$ cat src/rtl/core/vrt_pkg.sv
// Shared types, constants and register map of the raster timing register file.
package vrt_pkg;

    localparam int LINE_WIDTH      = 504;
    localparam int LINES_PER_FRAME = 312;
    localparam int DISPLAY_START_X = 48;
    localparam int DISPLAY_START_Y = 51;
    localparam int COLOR_RAM_DEPTH = 1024;

    localparam int CRAM_AW    = $clog2(COLOR_RAM_DEPTH);
    localparam int SPRITES    = 8;
    localparam int MISC_COUNT = 5;
    localparam int PAL_COUNT  = 15;

    localparam logic [5:0] CRAM_PAGE = 6'h36;

    localparam logic [9:0] COL_STEP    = 10'd8;
    localparam logic [9:0] COL_DSX     = 10'(DISPLAY_START_X);
    localparam logic [9:0] COL_LIMIT   = 10'(LINE_WIDTH);
    localparam logic [9:0] HEND_WIDE   = 10'(DISPLAY_START_X + 320);
    localparam logic [9:0] HEND_NARROW = 10'(DISPLAY_START_X + 304);
    localparam logic [8:0] LINE_LIMIT  = 9'(LINES_PER_FRAME);
    localparam logic [8:0] LINE_DSY    = 9'(DISPLAY_START_Y);
    localparam logic [8:0] VEND_TALL   = 9'(DISPLAY_START_Y + 200);
    localparam logic [8:0] VEND_SHORT  = 9'(DISPLAY_START_Y + 192);

    localparam logic [5:0] REG_SPR_LAST = 6'h0F;
    localparam logic [5:0] REG_XHIGH    = 6'h10;
    localparam logic [5:0] REG_CTRL1    = 6'h11;
    localparam logic [5:0] REG_RASTER   = 6'h12;
    localparam logic [5:0] REG_SPR_EN   = 6'h15;
    localparam logic [5:0] REG_CTRL2    = 6'h16;
    localparam logic [5:0] REG_YEXP     = 6'h17;
    localparam logic [5:0] REG_MEMPTR   = 6'h18;
    localparam logic [5:0] REG_IRQ_STAT = 6'h19;
    localparam logic [5:0] REG_IRQ_EN   = 6'h1A;
    localparam logic [5:0] REG_PRIO     = 6'h1B;
    localparam logic [5:0] REG_MCOLOR   = 6'h1C;
    localparam logic [5:0] REG_XEXP     = 6'h1D;
    localparam logic [5:0] REG_COLL_SS  = 6'h1E;
    localparam logic [5:0] REG_COLL_SB  = 6'h1F;
    localparam logic [5:0] REG_PAL_FIRST = 6'h20;
    localparam logic [5:0] REG_PAL_LAST  = 6'h2E;

    typedef enum logic [1:0] {
        OP_READ  = 2'd0,
        OP_WRITE = 2'd1,
        OP_TICK  = 2'd2,
        OP_NOP   = 2'd3
    } op_t;

    typedef struct packed {
        op_t         op;
        logic [15:0] address;
        logic [7:0]  write_data;
    } item_t;

    typedef struct packed {
        logic [7:0] read_data;
        logic       irq_request;
        logic       irq_pending;
        logic [8:0] raster_line;
        logic [9:0] raster_column;
        logic [1:0] border_flags;
        logic       frame_start;
    } result_t;

    typedef struct packed {
        logic               access;
        logic               write;
        logic [CRAM_AW-1:0] index;
        logic [7:0]         wdata;
    } cram_req_t;

endpackage

$ cat src/rtl/core/vrt_regfile.sv
// Register file and raster counters: next state and result of one beat.
module vrt_regfile
    import vrt_pkg::*;
(
    input  logic       aclk,
    input  logic       aresetn,
    input  item_t      item,
    input  logic [7:0] cram_rdata,
    input  logic       retire,
    output result_t    result
);

    logic [7:0]  xlo_reg [SPRITES];
    logic [7:0]  ypos_reg [SPRITES];
    logic [7:0]  misc_reg [MISC_COUNT];
    logic [7:0]  pal_reg [PAL_COUNT];
    logic [7:0]  xhigh_reg, ctrl1_reg, ctrl2_reg, memptr_reg, irq_stat_reg, irq_en_reg;
    logic [8:0]  compare_reg, line_reg;
    logic [9:0]  column_reg;
    logic [1:0]  border_reg;
    logic [15:0] frame_cnt_reg;

    logic [7:0]  xhigh_next, ctrl1_next, ctrl2_next, memptr_next, irq_stat_next, irq_en_next;
    logic [8:0]  compare_next, line_next;
    logic [9:0]  column_next;
    logic [1:0]  border_next;
    logic [15:0] frame_cnt_next;

    logic [5:0]  sel;
    logic        is_cram, is_sprite, is_pal, is_misc;
    logic [2:0]  misc_idx;
    logic [7:0]  rd, stat_clr;
    logic [9:0]  col, hend;
    logic [8:0]  ln_inc, ln, vend;
    logic        irq_req, frame_pulse;

    always_comb begin
        sel       = item.address[5:0];
        is_cram   = item.address[15:10] == CRAM_PAGE;
        is_sprite = sel <= REG_SPR_LAST;
        is_pal    = sel >= REG_PAL_FIRST && sel <= REG_PAL_LAST;
        is_misc   = 1'b1;
        case (sel)
            REG_SPR_EN: misc_idx = 3'd0;
            REG_YEXP:   misc_idx = 3'd1;
            REG_PRIO:   misc_idx = 3'd2;
            REG_MCOLOR: misc_idx = 3'd3;
            REG_XEXP:   misc_idx = 3'd4;
            default: begin
                misc_idx = 3'd0;
                is_misc  = 1'b0;
            end
        endcase

        if (is_cram) begin
            rd = cram_rdata;
        end else if (is_sprite) begin
            rd = sel[0] ? ypos_reg[sel[3:1]] : xlo_reg[sel[3:1]];
        end else if (is_pal) begin
            rd = pal_reg[sel[3:0]];
        end else if (is_misc) begin
            rd = misc_reg[misc_idx];
        end else begin
            case (sel)
                REG_XHIGH:    rd = xhigh_reg;
                REG_CTRL1:    rd = ctrl1_reg;
                REG_RASTER:   rd = line_reg[7:0];
                REG_CTRL2:    rd = ctrl2_reg;
                REG_MEMPTR:   rd = memptr_reg | 8'h01;
                REG_IRQ_STAT: rd = irq_stat_reg | 8'h70;
                REG_IRQ_EN:   rd = irq_en_reg | 8'hF0;
                REG_COLL_SS:  rd = 8'h00;
                REG_COLL_SB:  rd = 8'h00;
                default:      rd = 8'hFF;
            endcase
        end

        xhigh_next     = xhigh_reg;
        ctrl1_next     = ctrl1_reg;
        ctrl2_next     = ctrl2_reg;
        memptr_next    = memptr_reg;
        irq_stat_next  = irq_stat_reg;
        irq_en_next    = irq_en_reg;
        compare_next   = compare_reg;
        line_next      = line_reg;
        column_next    = column_reg;
        border_next    = border_reg;
        frame_cnt_next = frame_cnt_reg;
        irq_req        = 1'b0;
        frame_pulse    = 1'b0;

        stat_clr = irq_stat_reg & ~item.write_data;
        col      = column_reg + COL_STEP;
        hend     = ctrl2_reg[3] ? HEND_WIDE : HEND_NARROW;
        ln_inc   = line_reg + 9'd1;
        ln       = (ln_inc >= LINE_LIMIT) ? 9'd0 : ln_inc;
        vend     = ctrl1_reg[3] ? VEND_TALL : VEND_SHORT;

        case (item.op)
            OP_WRITE: begin
                if (!is_cram && !is_sprite && !is_pal && !is_misc) begin
                    case (sel)
                        REG_XHIGH: xhigh_next = item.write_data;
                        REG_CTRL1: begin
                            ctrl1_next   = {ctrl1_reg[7], item.write_data[6:0]};
                            compare_next = {item.write_data[7], compare_reg[7:0]};
                        end
                        REG_RASTER:   compare_next = {compare_reg[8], item.write_data};
                        REG_CTRL2:    ctrl2_next = item.write_data;
                        REG_MEMPTR:   memptr_next = item.write_data;
                        REG_IRQ_STAT: irq_stat_next = (stat_clr == 8'h80) ? 8'h00 : stat_clr;
                        REG_IRQ_EN:   irq_en_next = item.write_data;
                        default: ;
                    endcase
                end
            end
            OP_TICK: begin
                column_next = col;
                if (col == COL_DSX) begin
                    border_next[0] = 1'b0;
                end else if (col == hend) begin
                    border_next[0] = 1'b1;
                end
                if (col >= COL_LIMIT) begin
                    column_next = '0;
                    line_next   = ln;
                    if (ln == 9'd0) begin
                        frame_cnt_next = frame_cnt_reg + 16'd1;
                        frame_pulse    = 1'b1;
                    end
                    ctrl1_next = {ln[8], ctrl1_reg[6:0]};
                    if (ln == LINE_DSY) begin
                        border_next[1] = 1'b0;
                    end else if (ln == vend) begin
                        border_next[1] = 1'b1;
                    end
                    if (!irq_stat_reg[7] && irq_en_reg[0] && compare_reg == ln) begin
                        irq_stat_next = irq_stat_reg | 8'h81;
                        irq_req       = 1'b1;
                    end
                end
            end
            default: ;
        endcase

        result.read_data     = (item.op == OP_READ) ? rd : 8'h00;
        result.irq_request   = irq_req;
        result.irq_pending   = irq_stat_next[7];
        result.raster_line   = line_next;
        result.raster_column = column_next;
        result.border_flags  = border_next;
        result.frame_start   = frame_pulse;
    end

    always_ff @(posedge aclk) begin
        if (!aresetn) begin
            for (int i = 0; i < SPRITES; i++) begin
                xlo_reg[i]  <= '0;
                ypos_reg[i] <= '0;
            end
            for (int i = 0; i < MISC_COUNT; i++) begin
                misc_reg[i] <= '0;
            end
            for (int i = 0; i < PAL_COUNT; i++) begin
                pal_reg[i] <= '0;
            end
            xhigh_reg     <= '0;
            ctrl1_reg     <= '0;
            ctrl2_reg     <= '0;
            memptr_reg    <= '0;
            irq_stat_reg  <= '0;
            irq_en_reg    <= '0;
            compare_reg   <= '0;
            line_reg      <= '0;
            column_reg    <= '0;
            border_reg    <= '0;
            frame_cnt_reg <= '0;
        end else if (retire) begin
            if (item.op == OP_WRITE && !is_cram) begin
                if (is_sprite) begin
                    if (sel[0]) begin
                        ypos_reg[sel[3:1]] <= item.write_data;
                    end else begin
                        xlo_reg[sel[3:1]] <= item.write_data;
                    end
                end else if (is_pal) begin
                    pal_reg[sel[3:0]] <= item.write_data | 8'hF0;
                end else if (is_misc) begin
                    misc_reg[misc_idx] <= item.write_data;
                end
            end
            xhigh_reg     <= xhigh_next;
            ctrl1_reg     <= ctrl1_next;
            ctrl2_reg     <= ctrl2_next;
            memptr_reg    <= memptr_next;
            irq_stat_reg  <= irq_stat_next;
            irq_en_reg    <= irq_en_next;
            compare_reg   <= compare_next;
            line_reg      <= line_next;
            column_reg    <= column_next;
            border_reg    <= border_next;
            frame_cnt_reg <= frame_cnt_next;
        end
    end

endmodule

$ cat config.mk
export PLATFORM = sky130hd
export DESIGN_NAME = vrt_regfile
export DESIGN_NICKNAME = d
export VERILOG_FILES = /design/src/rtl/core/vrt_pkg.sv /design/src/rtl/core/vrt_regfile.sv
export SDC_FILE = /design/constraint.sdc
export NUM_CORES = 1
export LEC_CHECK = 0
export ABC_AREA = 1
export BUFFER_PORTS_ARGS = -buffer_cell sky130_fd_sc_hd__buf_4
export CORE_ASPECT_RATIO = 0.6
export CORE_MARGIN = 2
export CORE_UTILIZATION = 50
export CTS_BUF_LIST = sky130_fd_sc_hd__clkbuf_4 sky130_fd_sc_hd__clkbuf_8 sky130_fd_sc_hd__clkbuf_16
export CTS_CLUSTER_SIZE = 10
export DETAILED_ROUTE_END_ITERATION = 12
export PLACE_DENSITY = 0.69
export SYNTH_ARGS = -nofsm -noshare
export SYNTH_HDL_FRONTEND = slang
export SYNTH_SLANG_ARGS = --single-unit
$ cat constraint.sdc
create_clock -name aclk -period 3.55 [get_ports aclk]
set_clock_uncertainty 0.05 [all_clocks]
set_input_delay 0.71 -clock aclk [delete_from_list [all_inputs] [get_ports aclk]]
set_output_delay 0.71 -clock aclk [all_outputs]
set_load 0.01 [all_outputs]
==> key figures <==
Routing
  • Drt wl/cell: 21.2 um
  • First-pass DRT Iterations: 5
  • Number of antenna-violating nets in the routed design: 0
  • Drt total wl: roughly 45,000 um
  • Drc violations: 0
  • Vias: around 13,000
  • DRC violation total after the first TritonRoute iteration: 1,749
  • Vias per cell: roughly 6

Timing
  • Slew Limit Fails: 0
  • Setup TNS: 0 ns
  • Slew @ Worst Pin: between 1 and 1.5 ns
  • Final cycle utilization of the critical path: 98.8%
  • Finish-stage setup viols: 0
  • Highest clock rate: approximately 290 MHz
  • Setup ws final: around 0.043 ns
  • Slew margin rel.: between 20 and 30%
  • Minimum clock period: 3.51 ns
  • Fin. Hold Viols: 0

Setup path
  • Worst Path Required: approximately 2.8 ns
  • Worst EP arrival: 2.75 ns
  • Type of origin of the critical path: input port
  • CP max FO: 20
  • WS Path Type: input port to output port
  • Crit end category: output port

Power and ir drop
  • Sw power: roughly 2.0 mW
  • Internal Pwr Total: 6.49 mW
  • Comb power frac: 8.6%
  • Clk pwr share: a little over two fifths
  • Power density over cell area: between 400 and 500 nW/um^2
  • Sequential power share: between 40% and 50%
  • Sw Ratio: between 20% and 30%
  • Static Leak: around 7.0 nW
  • Maximum vdd drop: 0.000321 V

Floorplan
  • Core area: 28,800 sq um
  • # rows: 48
  • Chip width: ~220 um
  • Initial Util: roughly half
  • I/O Pins: about 70
  • Die area: just over 30,000 sq um
  • Die height: about 140 um

Place
  • Post-DP Area: 16,100 sq um
  • Inst Count DP: roughly 2,000
  • Place WS: -0.0144 ns
  • Port Buf Inserts: 64
  • DP HPWL: ~31,000 um
  • Placer Congestion: 0.943

Yosys
  • Area leader, netlist: edfxtp_1
  • FF+latch count, synth: 320
  • Post-Synthesis Cells: between 1,500 and 2,000
  • Post-synth top area share: 47.6%
  • Primary FF master, synth: edfxtp_1
  • Mapped Area: roughly 15,000 sq um
  • Yosys cell types: slightly below 50
  • EDFF count, synth: between 200 and 250
  • Yosys warns: 0
  • Ranking of synthesized cells by area: edfxtp_1, dfxtp_1, nor2_1, nand2_1, o22ai_1
  • Top-count cell post-synth: nor2_1
  • Most frequent cells after synthesis: nor2_1, edfxtp_1, nand2_1, inv_1, o21ai_0
  • Seq/Total Area, Yosys: between 50 and 60%
  • Post-synth ARST share: 0%
  • Syn_area_per_cell: between 9 and 10 sq um

Clocking
  • CTS Root Cell: clkbuf_16
  • Clock transition at path regs: 0.05 ns
  • Worst-Skew Late Latency: 0.53 ns
  • TritonCTS clock tree: yes
  • CTS Buf Count: 38
  • Number of clock sinks: 320
  • Longest Clk Path Bufs: 3
  • H-tree depth: 2

Layout
  • Fin util: 61.0%
  • Fraction of layout cells with a size suffix above 1: approximately a fifth
  • Post-route cell area: ~18,000 sq um
  • Area grow syn2layout: 20.1%
  • Non-Filler Instances: between 2,000 and 2,500
  • Max reg flops: 79
  • Nets: approximately 1,800
  • Fillers: 2,350
  • Number of inserted diodes: 0

Status
  • Status: complete, no violations

Global routing
  • Vias in the first global route: around 11,000
  • Antenna violations before repair: 0
  • Largest net degree at the start of global routing: 53
  • First-pass GRT wire length: around 66,000 um
  • GRT Util Overall: between 20 and 30%
  • Total congestion overflow: 0

Hold path
  • Hold Crit Class: flip-flop to flip-flop

Job
  • Max-Cap Viols: 0
kinds of logic after synthesis:
logic type      count (synthesis)  synth area share, %
simple gates                  663                 18.8
compound gates                354                 14.5
flops                         320                 59.7
buf+inv                       223                 6.15
xor+xnor                        6                0.359
fa+ha+maj                       6                0.513
other cells                     1               0.0256
timing repair:
item	4_1_cts	5_1_grt
hold buffers	0	0
buffers inserted	1	7
cloned	1	1
pin swaps	3	18
resized for setup	27	71
setup endpoints to repair	22	29
endpoints found under the hold margin	0	0
path summary, 6_finish.rpt:
check,slack [ns],end,cells past startpoint,from
setup reg to reg,1.12,irq_stat_reg[0]$_SDFFE_PN0P_,18,line_reg[0]$_SDFFE_PN0P_
setup / recovery,0.04,result[26],11,item[9]
hold reg to reg,0.39,column_reg[0]$_SDFFE_PN0P_,2,column_reg[0]$_SDFFE_PN0P_
hold / removal,0.39,column_reg[0]$_SDFFE_PN0P_,2,column_reg[0]$_SDFFE_PN0P_
cell usage in the layout, fill, tap and decap left out, types with 5 or more instances in the layout:
| cell | count |
|---|---|
| clkbuf_4 | 16 |
| nor2_2 | 17 |
| o211ai_1 | 12 |
| nand3_1 | 40 |
| a221oi_1 | 11 |
| nand2_2 | 30 |
| clkbuf_16 | 38 |
| o22a_1 | 6 |
| nand4_1 | 14 |
| nor2_1 | 304 |
| nor3_2 | 6 |
| dfxtp_1 | 81 |
| nand3_2 | 7 |
| nor2_4 | 8 |
| inv_2 | 8 |
| nor3_1 | 12 |
| nand2_4 | 5 |
| a21oi_1 | 75 |
| edfxtp_1 | 232 |
| o22ai_1 | 101 |
| dfxtp_2 | 5 |
| buf_4 | 164 |
| nand2_1 | 206 |
| o21ai_1 | 16 |
| o31ai_1 | 9 |
| inv_1 | 140 |
| or2_2 | 5 |
| o21ai_0 | 97 |
| buf_12 | 6 |
per-layer routing:
layer	global-route usage, %	share of wire, %
met5	0	0
met4	7.76	1.9
met3	9.79	14
met2	38.4	40
met1	44.2	44
final cells by class:
type,instances,area [sq um],area share [%]
flip-flops and latches,320,8740,49.8
multi-input cells,1034,5280,30.1
repair buffers,171,1360,7.76
clock buffers,55,1080,6.18
inverters,153,587,3.34
well taps,375,469,2.67
clock inverters,2,25.0,0.143
repair inverters,1,7.51,0.0428
worst max-delay path, stage by stage:
cell	delay, ns
buf_4	0.14
buf_4	0.15
nand2_1	0.17
buf_12	0.20
o22ai_1	0.10
o21ai_0	0.29
nand4_1	0.29
nand2_1	0.15
nand4_1	0.19
a21oi_1	0.20
buf_4	0.15
metrics by stage:
step	hold slack [ns]	power [mW]
floorplan	0.371	4.63
global placement	0.381	4.94
detailed placement	0.385	4.95
CTS	0.398	8.46
global route	0.416	8.74
finish	0.395	8.51
power by group through the flow:
stage / clock [mW] / combinational, mW / sequential, mW
global route: 3.74 / 0.775 / 4.22
global placement: 0 / 0.660 / 4.28
finish: 3.56 / 0.733 / 4.21
floorplan: 0 / 0.372 / 4.26
detailed placement: 0 / 0.668 / 4.28
CTS: 3.57 / 0.679 / 4.21
No activity file was read; power rests on OpenSTA's default activity.
